<file path="src/hw/rtl/chsd_pkg.sv">
// Package for the canonical Huffman symbol decoder: table sizes, widths,
// operation and status codes and the walker status structure.
// Depends on nothing; the code walker and the top level use it.
`default_nettype none

package chsd_pkg;

   localparam int MAX_CODE_LENGTH = 16;
   localparam int SYMBOL_DEPTH    = 256;

   localparam int WIN_W    = 24;
   localparam int OFF_W    = 3;
   localparam int BYTE_W   = 8;
   localparam int OP_W     = 2;
   localparam int STATUS_W = 2;
   localparam int ADV_W    = 2;
   localparam int USED_W   = 5;

   localparam int LEN_W  = (MAX_CODE_LENGTH > 2) ? $clog2(MAX_CODE_LENGTH) : 1;
   localparam int CODE_W = (MAX_CODE_LENGTH + 1 > 9) ? MAX_CODE_LENGTH + 1 : 9;
   localparam int SUM_W  = $clog2(MAX_CODE_LENGTH * 255 + 1);
   localparam int SYM_AW = $clog2(SYMBOL_DEPTH);

   typedef enum logic [OP_W-1:0] {
      OP_LOAD_COUNT  = 2'd0,
      OP_LOAD_SYMBOL = 2'd1,
      OP_DECODE      = 2'd2
   } op_type;

   typedef enum logic [STATUS_W-1:0] {
      ST_OK        = 2'd0,
      ST_BAD_CODE  = 2'd1,
      ST_BAD_TABLE = 2'd2
   } status_type;

   typedef enum logic [2:0] {
      S_IDLE = 3'b001,
      S_WALK = 3'b010,
      S_DONE = 3'b100
   } state_type;

   typedef struct packed {
      logic              done;
      logic              table_ok;
      logic              found;
      logic [SYM_AW-1:0] sym_addr;
      logic [USED_W-1:0] used;
      logic [OFF_W-1:0]  offset;
   } walk_status_type;

endpackage

`default_nettype wire

</file>
<file path="src/hw/rtl/chsd_symbol_ram.sv">
// Generic single-write, single-read synchronous RAM with registered read data.
// Holds the symbol list of the decoder; depends on nothing.
`default_nettype none

module chsd_symbol_ram #(
   parameter int DEPTH = 256,
   parameter int WIDTH = 8
) (
   input  wire logic                     clock,
   input  wire logic                     wr_en,
   input  wire logic [$clog2(DEPTH)-1:0] wr_addr,
   input  wire logic [WIDTH-1:0]         wr_data,
   input  wire logic                     rd_en,
   input  wire logic [$clog2(DEPTH)-1:0] rd_addr,
   output logic      [WIDTH-1:0]         rd_data
);

   logic [WIDTH-1:0] mem_ff [DEPTH];
   logic [WIDTH-1:0] rd_data_ff;

   always_ff @(posedge clock) begin
      if (wr_en) begin
         mem_ff[wr_addr] <= wr_data;
      end
   end

   always_ff @(posedge clock) begin
      if (rd_en) begin
         rd_data_ff <= mem_ff[rd_addr];
      end
   end

   assign rd_data = rd_data_ff;

endmodule

`default_nettype wire

</file>
<file path="src/hw/rtl/chsd_code_walker.sv">
// Length count registers and the sequencer that walks the code lengths one per
// cycle, checking the table and locating the matching canonical code.
// Depends on chsd_pkg.
`default_nettype none

module chsd_code_walker (
   input  wire logic                           clock,
   input  wire logic                           reset,
   input  wire logic                           count_we,
   input  wire logic [chsd_pkg::BYTE_W-1:0]    count_index,
   input  wire logic [chsd_pkg::BYTE_W-1:0]    count_value,
   input  wire logic                           start,
   input  wire logic [chsd_pkg::WIN_W-1:0]     bit_window,
   input  wire logic [chsd_pkg::OFF_W-1:0]     bit_offset,
   output chsd_pkg::walk_status_type           walk_status
);

   logic [chsd_pkg::BYTE_W-1:0] count_ff [chsd_pkg::MAX_CODE_LENGTH];

   logic                          busy_ff, busy_in;
   logic                          done_ff, done_in;
   logic [chsd_pkg::LEN_W-1:0]    step_ff, step_in;
   logic [chsd_pkg::WIN_W-1:0]    win_ff, win_in;
   logic [chsd_pkg::CODE_W-1:0]   v_ff, v_in;
   logic [chsd_pkg::CODE_W-1:0]   code_ff, code_in;
   logic [chsd_pkg::CODE_W-1:0]   free_ff, free_in;
   logic [chsd_pkg::SUM_W-1:0]    base_ff, base_in;
   logic [chsd_pkg::SUM_W-1:0]    idx_ff, idx_in;
   logic [chsd_pkg::USED_W-1:0]   used_ff, used_in;
   logic [chsd_pkg::OFF_W-1:0]    off_ff, off_in;
   logic                          bad_ff, bad_in;
   logic                          found_ff, found_in;

   logic [chsd_pkg::CODE_W-1:0]   cnt;
   logic [chsd_pkg::CODE_W-1:0]   diff;
   logic                          hit;
   logic                          last;

   always_ff @(posedge clock) begin
      if (reset) begin
         for (int i = 0; i < chsd_pkg::MAX_CODE_LENGTH; i++) begin
            count_ff[i] <= '0;
         end
      end else if (count_we &&
                   count_index < chsd_pkg::BYTE_W'(chsd_pkg::MAX_CODE_LENGTH)) begin
         count_ff[count_index[chsd_pkg::LEN_W-1:0]] <= count_value;
      end
   end

   always_comb begin
      cnt  = chsd_pkg::CODE_W'(count_ff[step_ff]);
      last = (step_ff == chsd_pkg::LEN_W'(chsd_pkg::MAX_CODE_LENGTH - 1));
      v_in = {v_ff[chsd_pkg::CODE_W-2:0], win_ff[chsd_pkg::WIN_W-1]};
      diff = v_in - code_ff;
      hit  = (v_in >= code_ff) && (diff < cnt);

      busy_in  = busy_ff;
      done_in  = 1'b0;
      step_in  = step_ff;
      win_in   = win_ff;
      code_in  = code_ff;
      free_in  = free_ff;
      base_in  = base_ff;
      idx_in   = idx_ff;
      used_in  = used_ff;
      off_in   = off_ff;
      bad_in   = bad_ff;
      found_in = found_ff;

      if (start) begin
         busy_in  = 1'b1;
         step_in  = '0;
         win_in   = bit_window << bit_offset;
         v_in     = '0;
         code_in  = '0;
         free_in  = chsd_pkg::CODE_W'(2);
         base_in  = '0;
         off_in   = bit_offset;
         bad_in   = 1'b0;
         found_in = 1'b0;
      end else if (busy_ff) begin
         win_in  = win_ff << 1;
         code_in = (code_ff + cnt) << 1;
         free_in = (free_ff - cnt) << 1;
         base_in = base_ff + chsd_pkg::SUM_W'(cnt);
         step_in = step_ff + chsd_pkg::LEN_W'(1);
         if (cnt > free_ff) begin
            bad_in = 1'b1;
         end
         if (hit && !found_ff) begin
            found_in = 1'b1;
            idx_in   = base_ff + chsd_pkg::SUM_W'(diff[chsd_pkg::BYTE_W-1:0]);
            used_in  = chsd_pkg::USED_W'(off_ff) + chsd_pkg::USED_W'(step_ff) +
                       chsd_pkg::USED_W'(1);
         end
         if (last) begin
            busy_in = 1'b0;
            done_in = 1'b1;
         end
      end else begin
         v_in = v_ff;
      end
   end

   always_ff @(posedge clock) begin
      if (reset) begin
         busy_ff <= 1'b0;
         done_ff <= 1'b0;
      end else begin
         busy_ff <= busy_in;
         done_ff <= done_in;
      end
   end

   always_ff @(posedge clock) begin
      step_ff  <= step_in;
      win_ff   <= win_in;
      v_ff     <= v_in;
      code_ff  <= code_in;
      free_ff  <= free_in;
      base_ff  <= base_in;
      idx_ff   <= idx_in;
      used_ff  <= used_in;
      off_ff   <= off_in;
      bad_ff   <= bad_in;
      found_ff <= found_in;
   end

   always_comb begin
      walk_status.done     = done_ff;
      walk_status.table_ok = !bad_ff &&
                             (base_ff <= chsd_pkg::SUM_W'(chsd_pkg::SYMBOL_DEPTH));
      walk_status.found    = found_ff;
      walk_status.sym_addr = idx_ff[chsd_pkg::SYM_AW-1:0];
      walk_status.used     = used_ff;
      walk_status.offset   = off_ff;
   end

endmodule

`default_nettype wire

</file>
<file path="src/hw/rtl/canonical_huffman_symbol_decoder.sv">
// Top level of the canonical Huffman symbol decoder: handshakes, sequencing,
// symbol memory and the result register. Depends on chsd_pkg,
// chsd_symbol_ram and chsd_code_walker.
//
// A load word (count or symbol entry) is taken while the block is idle and
// gives no result. A decode word walks the code lengths one per cycle in the
// code walker, then reads the symbol memory once; the block stalls further
// words until the result is loaded into the result register, which waits on
// rsp_stall while that register is full. The result register lets the next
// word in while a result is still pending. Length counts reset to zero;
// symbol entries are undefined until loaded.
`default_nettype none

module canonical_huffman_symbol_decoder (
   input  wire logic                              clock,
   input  wire logic                              reset,
   input  wire logic                              req_valid,
   output logic                                   req_stall,
   input  wire logic [chsd_pkg::OP_W-1:0]         req_operation,
   input  wire logic [chsd_pkg::BYTE_W-1:0]       req_table_index,
   input  wire logic [chsd_pkg::BYTE_W-1:0]       req_table_value,
   input  wire logic [chsd_pkg::WIN_W-1:0]        req_bit_window,
   input  wire logic [chsd_pkg::OFF_W-1:0]        req_bit_offset,
   output logic                                   rsp_valid,
   input  wire logic                              rsp_stall,
   output logic      [chsd_pkg::BYTE_W-1:0]       rsp_symbol,
   output logic      [chsd_pkg::ADV_W-1:0]        rsp_bytes_advanced,
   output logic      [chsd_pkg::OFF_W-1:0]        rsp_next_bit_offset,
   output logic      [chsd_pkg::STATUS_W-1:0]     rsp_status
);

   chsd_pkg::state_type        state_ff, state_in;
   chsd_pkg::walk_status_type  walk_status;

   logic                              accept;
   logic                              start;
   logic                              count_we;
   logic                              sym_we;
   logic [chsd_pkg::BYTE_W-1:0]       rd_data;
   logic                              rsp_load;

   logic                              rsp_valid_ff, rsp_valid_in;
   logic [chsd_pkg::BYTE_W-1:0]       rsp_symbol_ff, rsp_symbol_in;
   logic [chsd_pkg::ADV_W-1:0]        rsp_adv_ff, rsp_adv_in;
   logic [chsd_pkg::OFF_W-1:0]        rsp_off_ff, rsp_off_in;
   logic [chsd_pkg::STATUS_W-1:0]     rsp_status_ff, rsp_status_in;

   assign req_stall = (state_ff != chsd_pkg::S_IDLE);
   assign accept    = req_valid && !req_stall;
   assign count_we  = accept && (req_operation == chsd_pkg::OP_LOAD_COUNT);
   assign sym_we    = accept && (req_operation == chsd_pkg::OP_LOAD_SYMBOL) &&
                      ({1'b0, req_table_index} <
                       (chsd_pkg::BYTE_W + 1)'(chsd_pkg::SYMBOL_DEPTH));
   assign rsp_load  = (state_ff == chsd_pkg::S_DONE) && (!rsp_valid_ff || !rsp_stall);

   chsd_code_walker u_walker (
      .clock       (clock),
      .reset       (reset),
      .count_we    (count_we),
      .count_index (req_table_index),
      .count_value (req_table_value),
      .start       (start),
      .bit_window  (req_bit_window),
      .bit_offset  (req_bit_offset),
      .walk_status (walk_status)
   );

   chsd_symbol_ram #(
      .DEPTH (chsd_pkg::SYMBOL_DEPTH),
      .WIDTH (chsd_pkg::BYTE_W)
   ) u_symbols (
      .clock   (clock),
      .wr_en   (sym_we),
      .wr_addr (req_table_index[chsd_pkg::SYM_AW-1:0]),
      .wr_data (req_table_value),
      .rd_en   (walk_status.done),
      .rd_addr (walk_status.sym_addr),
      .rd_data (rd_data)
   );

   always_comb begin
      state_in = state_ff;
      start    = 1'b0;
      unique case (state_ff)
         chsd_pkg::S_IDLE: begin
            if (accept && (req_operation == chsd_pkg::OP_DECODE)) begin
               start    = 1'b1;
               state_in = chsd_pkg::S_WALK;
            end
         end
         chsd_pkg::S_WALK: begin
            if (walk_status.done) begin
               state_in = chsd_pkg::S_DONE;
            end
         end
         chsd_pkg::S_DONE: begin
            if (rsp_load) begin
               state_in = chsd_pkg::S_IDLE;
            end
         end
         default: begin
            state_in = chsd_pkg::S_IDLE;
         end
      endcase
   end

   always_comb begin
      rsp_valid_in  = rsp_load || (rsp_valid_ff && rsp_stall);
      rsp_symbol_in = '0;
      rsp_adv_in    = '0;
      rsp_off_in    = walk_status.offset;
      priority if (!walk_status.table_ok) begin
         rsp_status_in = chsd_pkg::ST_BAD_TABLE;
      end else if (!walk_status.found) begin
         rsp_status_in = chsd_pkg::ST_BAD_CODE;
      end else begin
         rsp_status_in = chsd_pkg::ST_OK;
         rsp_symbol_in = rd_data;
         rsp_adv_in    = walk_status.used[chsd_pkg::USED_W-1:chsd_pkg::OFF_W];
         rsp_off_in    = walk_status.used[chsd_pkg::OFF_W-1:0];
      end
   end

   always_ff @(posedge clock) begin
      if (reset) begin
         state_ff     <= chsd_pkg::S_IDLE;
         rsp_valid_ff <= 1'b0;
      end else begin
         state_ff     <= state_in;
         rsp_valid_ff <= rsp_valid_in;
      end
   end

   always_ff @(posedge clock) begin
      if (rsp_load) begin
         rsp_symbol_ff <= rsp_symbol_in;
         rsp_adv_ff    <= rsp_adv_in;
         rsp_off_ff    <= rsp_off_in;
         rsp_status_ff <= rsp_status_in;
      end
   end

   assign rsp_valid           = rsp_valid_ff;
   assign rsp_symbol          = rsp_symbol_ff;
   assign rsp_bytes_advanced  = rsp_adv_ff;
   assign rsp_next_bit_offset = rsp_off_ff;
   assign rsp_status          = rsp_status_ff;

   a_done_in_walk: assert property (@(posedge clock) disable iff (reset)
      walk_status.done |-> (state_ff == chsd_pkg::S_WALK))
      else $error("Walker finished outside the walk state.");

   a_decode_starts_walk: assert property (@(posedge clock) disable iff (reset)
      (accept && (req_operation == chsd_pkg::OP_DECODE)) |=> (state_ff == chsd_pkg::S_WALK))
      else $error("Accepted decode word did not start a walk.");

   a_error_consumes_nothing: assert property (@(posedge clock) disable iff (reset)
      (rsp_valid && (rsp_status != chsd_pkg::ST_OK)) |->
      ((rsp_symbol == '0) && (rsp_bytes_advanced == '0)))
      else $error("Failed decode reports consumed bits or a symbol.");

   a_advance_in_range: assert property (@(posedge clock) disable iff (reset)
      rsp_valid |-> (rsp_bytes_advanced != 2'd3))
      else $error("Advance beyond the three-byte window.");

endmodule

`default_nettype wire
</file>
<file path="config.mk">
export PLATFORM = sky130hd
export DESIGN_NAME = canonical_huffman_symbol_decoder
export DESIGN_NICKNAME = d
export VERILOG_FILES = /design/src/hw/rtl/chsd_pkg.sv /design/src/hw/rtl/chsd_symbol_ram.sv /design/src/hw/rtl/chsd_code_walker.sv /design/src/hw/rtl/canonical_huffman_symbol_decoder.sv
export SDC_FILE = /design/constraint.sdc
export NUM_CORES = 2
export LEC_CHECK = 0
export ABC_CLOCK_PERIOD_IN_PS = 9600
export BUFFER_PORTS_ARGS = -buffer_cell sky130_fd_sc_hd__buf_4
export CORE_ASPECT_RATIO = 1.25
export CORE_MARGIN = 5
export CORE_UTILIZATION = 45
export CTS_CLUSTER_DIAMETER = 50
export DETAILED_ROUTE_END_ITERATION = 10
export PLACE_DENSITY = 0.64
export SLEW_MARGIN = 5
export SYNTH_ARGS = -nofsm -noshare
export SYNTH_HDL_FRONTEND = slang
export SYNTH_HIERARCHICAL = 1
export SYNTH_SLANG_ARGS = --single-unit
</file>
<file path="constraint.sdc">
create_clock -name clock -period 9.6 [get_ports clock]
set_input_delay 2.88 -clock clock [delete_from_list [all_inputs] [get_ports clock]]
set_output_delay 2.88 -clock clock [all_outputs]
set_load 0.005 [all_outputs]
</file>
==> impl_metrics.prom <==
# TYPE chip_impl_metric gauge
chip_impl_info{name="dominant_combinational_cell_family_by_area_after_synthesis",value="multiplexers"} 1
chip_impl_metric{name="fp.dieH",unit="microns"} 520.7
chip_impl_metric{name="count_of_cells_along_the_worst_register_to_register_path",unit=""} 8
chip_impl_metric{name="power-per-cell-area",unit="nW/um^2"} 209.3
chip_impl_metric{name="combined_buffer_and_inverter_count_along_the_critical_path",unit=""} 1
chip_impl_metric{name="syn-instance-count",unit=""} 5008
chip_impl_metric{name="synth.area.mux_share",unit="%"} 14.07
chip_impl_info{name="synth_ff_type",value="sky130_fd_sc_hd__edfxtp_1"} 1
chip_impl_metric{name="power",unit="mW"} 21.81
chip_impl_metric{name="final_antenna_net_count",unit=""} 0
chip_impl_metric{name="drt-wirelength-per-cell",unit="microns"} 28.40
chip_impl_metric{name="cp.required",unit="ns"} 10.08
chip_impl_metric{name="synth_area_in_simple_gates",unit="%"} 4.894
chip_impl_metric{name="maxCapViolations",unit=""} 0
chip_impl_metric{name="r2r_setup_slack",unit="ns"} 4.63
chip_impl_metric{name="number_of_buffers_on_the_longest_clock_path",unit=""} 3
chip_impl_metric{name="post_dr_vias_cell",unit=""} 5.932
chip_impl_metric{name="timing.max_slew.rel_slack",unit="%"} 16.07
chip_impl_metric{name="fin_skew",unit="ns"} 0.03473
chip_impl_metric{name="slew_at_the_pin_closest_to_its_max_slew_limit",unit="ns"} 1.247
chip_impl_info{name="crit-reg2reg-capture",value="u_symbols/rd_data[1]"} 1
chip_impl_metric{name="cell_variety_after_synth",unit=""} 92
chip_impl_metric{name="drtIter0Drc",unit=""} 4492
chip_impl_metric{name="clk_latency",unit="ns"} 0.87
chip_impl_metric{name="top_level_ports",unit=""} 66
chip_impl_metric{name="fin_setup_tns",unit="ns"} 0
chip_impl_metric{name="cts.reportedPaths.clkPinSlew",unit="ns"} 0.06
chip_impl_metric{name="slew_viol_final",unit=""} 0
chip_impl_metric{name="clockPowerShare",unit="%"} 39.4
chip_impl_info{name="timing.setup.critical_path_class",value="in -> reg"} 1
chip_impl_metric{name="timing.final.hold_violations",unit=""} 0
chip_impl_metric{name="irDropWorstVdd",unit="V"} 0.0001752
chip_impl_metric{name="finalWorstPathRequiredPeriod",unit="ns"} 5.857
chip_impl_metric{name="cellLeakagePower",unit="nW"} 33.01
chip_impl_metric{name="yosys.area_share.xor_xnor",unit="%"} 0.3545
chip_impl_metric{name="areaGrowthSynthToFinish",unit="%"} 11.02
chip_impl_metric{name="final_period_utilization",unit="%"} 61.01
chip_impl_metric{name="layout-drive-gt1-share",unit="%"} 19.99
chip_impl_metric{name="clock_sink_count",unit=""} 2315
chip_impl_metric{name="cts_repair_resizes",unit=""} 0
chip_impl_metric{name="synth-async-reset-ratio",unit="%"} 0
chip_impl_metric{name="grt_util_all_layers",unit="%"} 20.83
chip_impl_metric{name="die_width",unit="microns"} 418.5
chip_impl_metric{name="post-dp-hpwl",unit="mm"} 139.5
chip_impl_info{name="worst_setup_path_endpoint",value="u_walker/idx_ff[4]"} 1
chip_impl_metric{name="cpPeakStageDelay",unit="ns"} 0.77
chip_impl_metric{name="placement.io_buffers",unit=""} 65
chip_impl_info{name="synth.top_cells.by_area",value="sky130_fd_sc_hd__edfxtp_1 72%, sky130_fd_sc_hd__mux4_2 12%, sky130_fd_sc_hd__mux2i_1 1.8%"} 1
chip_impl_metric{name="netSwitchingPower",unit="mW"} 5.056
chip_impl_metric{name="remaining_drc_errors",unit=""} 0
chip_impl_info{name="worstSetupEndpointType",value="flop"} 1
chip_impl_metric{name="max_frequency",unit="GHz"} 0.1707
chip_impl_metric{name="synth_warnings",unit=""} 6
chip_impl_metric{name="worst-endpoint-arrival",unit="ns"} 6.33
chip_impl_info{name="startpoint",value="req_valid"} 1
chip_impl_metric{name="fp.dieArea",unit="sq um"} 217900
chip_impl_metric{name="p_int",unit="mW"} 16.76
chip_impl_metric{name="rows",unit=""} 187
chip_impl_metric{name="grt_pass1_vias",unit=""} 48180
chip_impl_metric{name="htree_levels",unit=""} 4
chip_impl_metric{name="arithmetic_cell_share_of_the_synthesized_area_counting_full_adders_half_adders_and_majority_gates",unit="%"} 0.9810
chip_impl_metric{name="wl",unit="mm"} 227.8
chip_impl_metric{name="drt-pass1-iter-count",unit=""} 5
chip_impl_metric{name="globalRouteOverflowTotal",unit=""} 0
chip_impl_info{name="timing.critical_path.max_delay_family",value="simple AND/OR/NAND/NOR gates"} 1
chip_impl_metric{name="critical_path.max_fanout",unit=""} 39
chip_impl_metric{name="cts_setup_buffers",unit=""} 0
chip_impl_metric{name="pwr-share-comb",unit="%"} 8.8
chip_impl_info{name="crit_chain",value="buf_4 > and4bb_2 > and2_4 > nor2b_1 > o2111ai_1 > or4_1 > a21oi_1 > nand4_1 > or4_4 > nor4b_4"} 1
chip_impl_metric{name="share_seq_of_total_power",unit="%"} 51.9
chip_impl_info{name="rsz0062_at_grt",value="no"} 1
chip_impl_metric{name="grt_max_degree",unit=""} 191
chip_impl_metric{name="critical_path_cell_count",unit=""} 10
chip_impl_metric{name="core",unit="sq um"} 207500
chip_impl_metric{name="synthesized_flop_and_latch_total",unit=""} 2315
chip_impl_metric{name="synth_top_area_share",unit="%"} 71.62
chip_impl_info{name="rr_startpoint",value="u_walker/idx_ff[0]"} 1
chip_impl_info{name="timing.hold.worst.class",value="reg -> reg"} 1
chip_impl_metric{name="power_switching_share",unit="%"} 23.18
chip_impl_info{name="synthMostInstantiatedCell",value="sky130_fd_sc_hd__edfxtp_1"} 1
chip_impl_metric{name="synth_area",unit="sq um"} 93880
chip_impl_metric{name="global_route_wire_length_before_repair",unit="mm"} 332.2
chip_impl_metric{name="mappedNetlistNets",unit=""} 5127
chip_impl_metric{name="synth_sequential_area_ratio",unit="%"} 73.24
chip_impl_info{name="worstSetupStartpointType",value="input pin"} 1
chip_impl_info{name="cts_tree",value="built"} 1
chip_impl_metric{name="cts_hold_repair.buffers",unit=""} 0
chip_impl_metric{name="initial_utilization",unit="%"} 45.23
chip_impl_metric{name="report.final.setup_viol",unit=""} 0
chip_impl_metric{name="synth-compound-area-share",unit="%"} 4.374
chip_impl_metric{name="cts_buffers",unit=""} 223
chip_impl_info{name="result_of_the_run",value="completed"} 1
chip_impl_info{name="slowest_cell_on_the_critical_path",value="sky130_fd_sc_hd__nor4b_4"} 1
chip_impl_metric{name="detailroute.via_count",unit=""} 47580
chip_impl_metric{name="synth_enable_flop_cells",unit=""} 2239
chip_impl_metric{name="gp_congestion",unit=""} 0.8724
chip_impl_metric{name="finish.net_count",unit=""} 5203
chip_impl_metric{name="antenna_found_initial",unit=""} 8
chip_impl_metric{name="fillerInstances",unit=""} 16620
chip_impl_info{name="cts_root_buf",value="sky130_fd_sc_hd__clkbuf_16"} 1
chip_impl_info{name="leading_post_synthesis_cells_by_instance_count",value="2,239 x sky130_fd_sc_hd__edfxtp_1, 502 x sky130_fd_sc_hd__mux4_2, 386 x sky130_fd_sc_hd__nor2_1, 172 x sky130_fd_sc_hd__mux2i_1, 159 x sky130_fd_sc_hd__a21oi_1"} 1
chip_impl_info{name="synth.largest_area_cell",value="sky130_fd_sc_hd__edfxtp_1"} 1
chip_impl_metric{name="syn_area_per_cell",unit="sq um"} 18.75
[metrics by stage]
step                      hold WS (ns)  cells  instance area [sq um]  utilization [%]  worst slack, ns
after floorplan                 0.4449   5008                  93880                -            3.347
after global placement          0.4733   7599                  97020            46.75            2.817
after detailed placement        0.4798   7599                  97020            46.75            2.855
after CTS                       0.4939   8018                 104200            50.21            3.769
after global routing            0.5148   8019                 104200            50.21            3.503
final                           0.4911   8021                 104200            50.22            3.743
[placed cells by master (no fill, tap or decap), drive strengths merged, types with 47 or more instances in the layout]
cell type / n
ha: 64
inv: 91
nand2: 112
mux4: 504
a21oi: 160
mux2i: 172
nor2: 386
dfxtp: 76
a22oi: 136
o221ai: 47
clkbuf: 266
clkinv: 109
and2: 139
nand3: 57
nor2b: 52
buf: 143
edfxtp: 2239
[kinds of logic after synthesis]
group	count (synthesis)
xor gates and xnor gates	38
buffers and inverters	364
muxes	687
adders and majority gates	70
and+or+nand+nor	936
AOI/OAI and AO/OA	598
DFF	2315
[metal layers]
metal | up-vias | part of all wire, % | GRT usage, %
li1 | 20520 | - | -
met1 | 24930 | 38 | 26.40
met2 | 1689 | 51 | 36.02
met3 | 427 | 6.3 | 3.453
met4 | 8 | 4.3 | 8.221
met5 | - | 0.025 | 0
[worst min path at each step]
stage | start | endpoint | slack (ns) | cells past startpoint
2_1_floorplan | u_walker/free_ff[16] | u_walker/free_ff[16] | 0.44 | 2
3_3_place_gp | u_walker/free_ff[16] | u_walker/free_ff[16] | 0.47 | 2
3_5_place_dp | u_walker/free_ff[12] | u_walker/free_ff[12] | 0.48 | 2
4_1_cts | u_walker/code_ff[6] | u_walker/code_ff[6] | 0.49 | 2
5_1_grt | u_walker/free_ff[7] | u_walker/free_ff[7] | 0.51 | 2
6_report | u_walker/free_ff[7] | u_walker/free_ff[7] | 0.49 | 2
[area by class of cell]
class	instances	area (sq um)	share of cell area [%]
clock inverters	153	1340	1.286
repair buffers	143	1296	1.244
well taps	2740	3428	3.290
clock buffers	266	5848	5.612
flip-flops and latches	2315	68760	65.98
diodes	3	7.507	0.007204
multi-input cells	2329	23270	22.33
inverters	72	270.3	0.2593
[tightest hold or removal path, stage by stage, from the launching register on]
cell and delay [ns]:
sky130_fd_sc_hd__dfxtp_1 0.33, sky130_fd_sc_hd__nand2_1 0.07, sky130_fd_sc_hd__a21oi_1 0.05
[state kept, by name, summed over array words and instances (netlist names), 2 cells and up, named ones only]
name / cells
u_walker/base_ff: 12
u_symbols/mem_ff: 2048
u_walker/free_ff: 16
u_walker/step_ff: 4
u_walker/idx_ff: 8
u_walker/win_ff: 24
u_walker/v_ff: 16
u_walker/code_ff: 16
rsp_next_bit_offset: 3
rsp_bytes_advanced: 2
u_walker/used_ff: 5
rsp_status: 2
u_walker/off_ff: 3
u_walker/count_ff: 128
state_ff: 3
u_symbols/rd_data: 8
rsp_symbol: 8
[power groups by stage]
| stage | clock network, mW | logic [mW] | registers (mW) |
|---|---|---|---|
| 2_1_floorplan | 0 | 1.34 | 11.5 |
| 3_3_place_gp | 0 | 1.89 | 11.5 |
| 3_5_place_dp | 0 | 1.93 | 11.5 |
| 4_1_cts | 8.76 | 1.94 | 11.3 |
| 5_1_grt | 9.19 | 2.14 | 11.3 |
| 6_report | 8.59 | 1.91 | 11.3 |
Power figures use the tool's default switching activity.
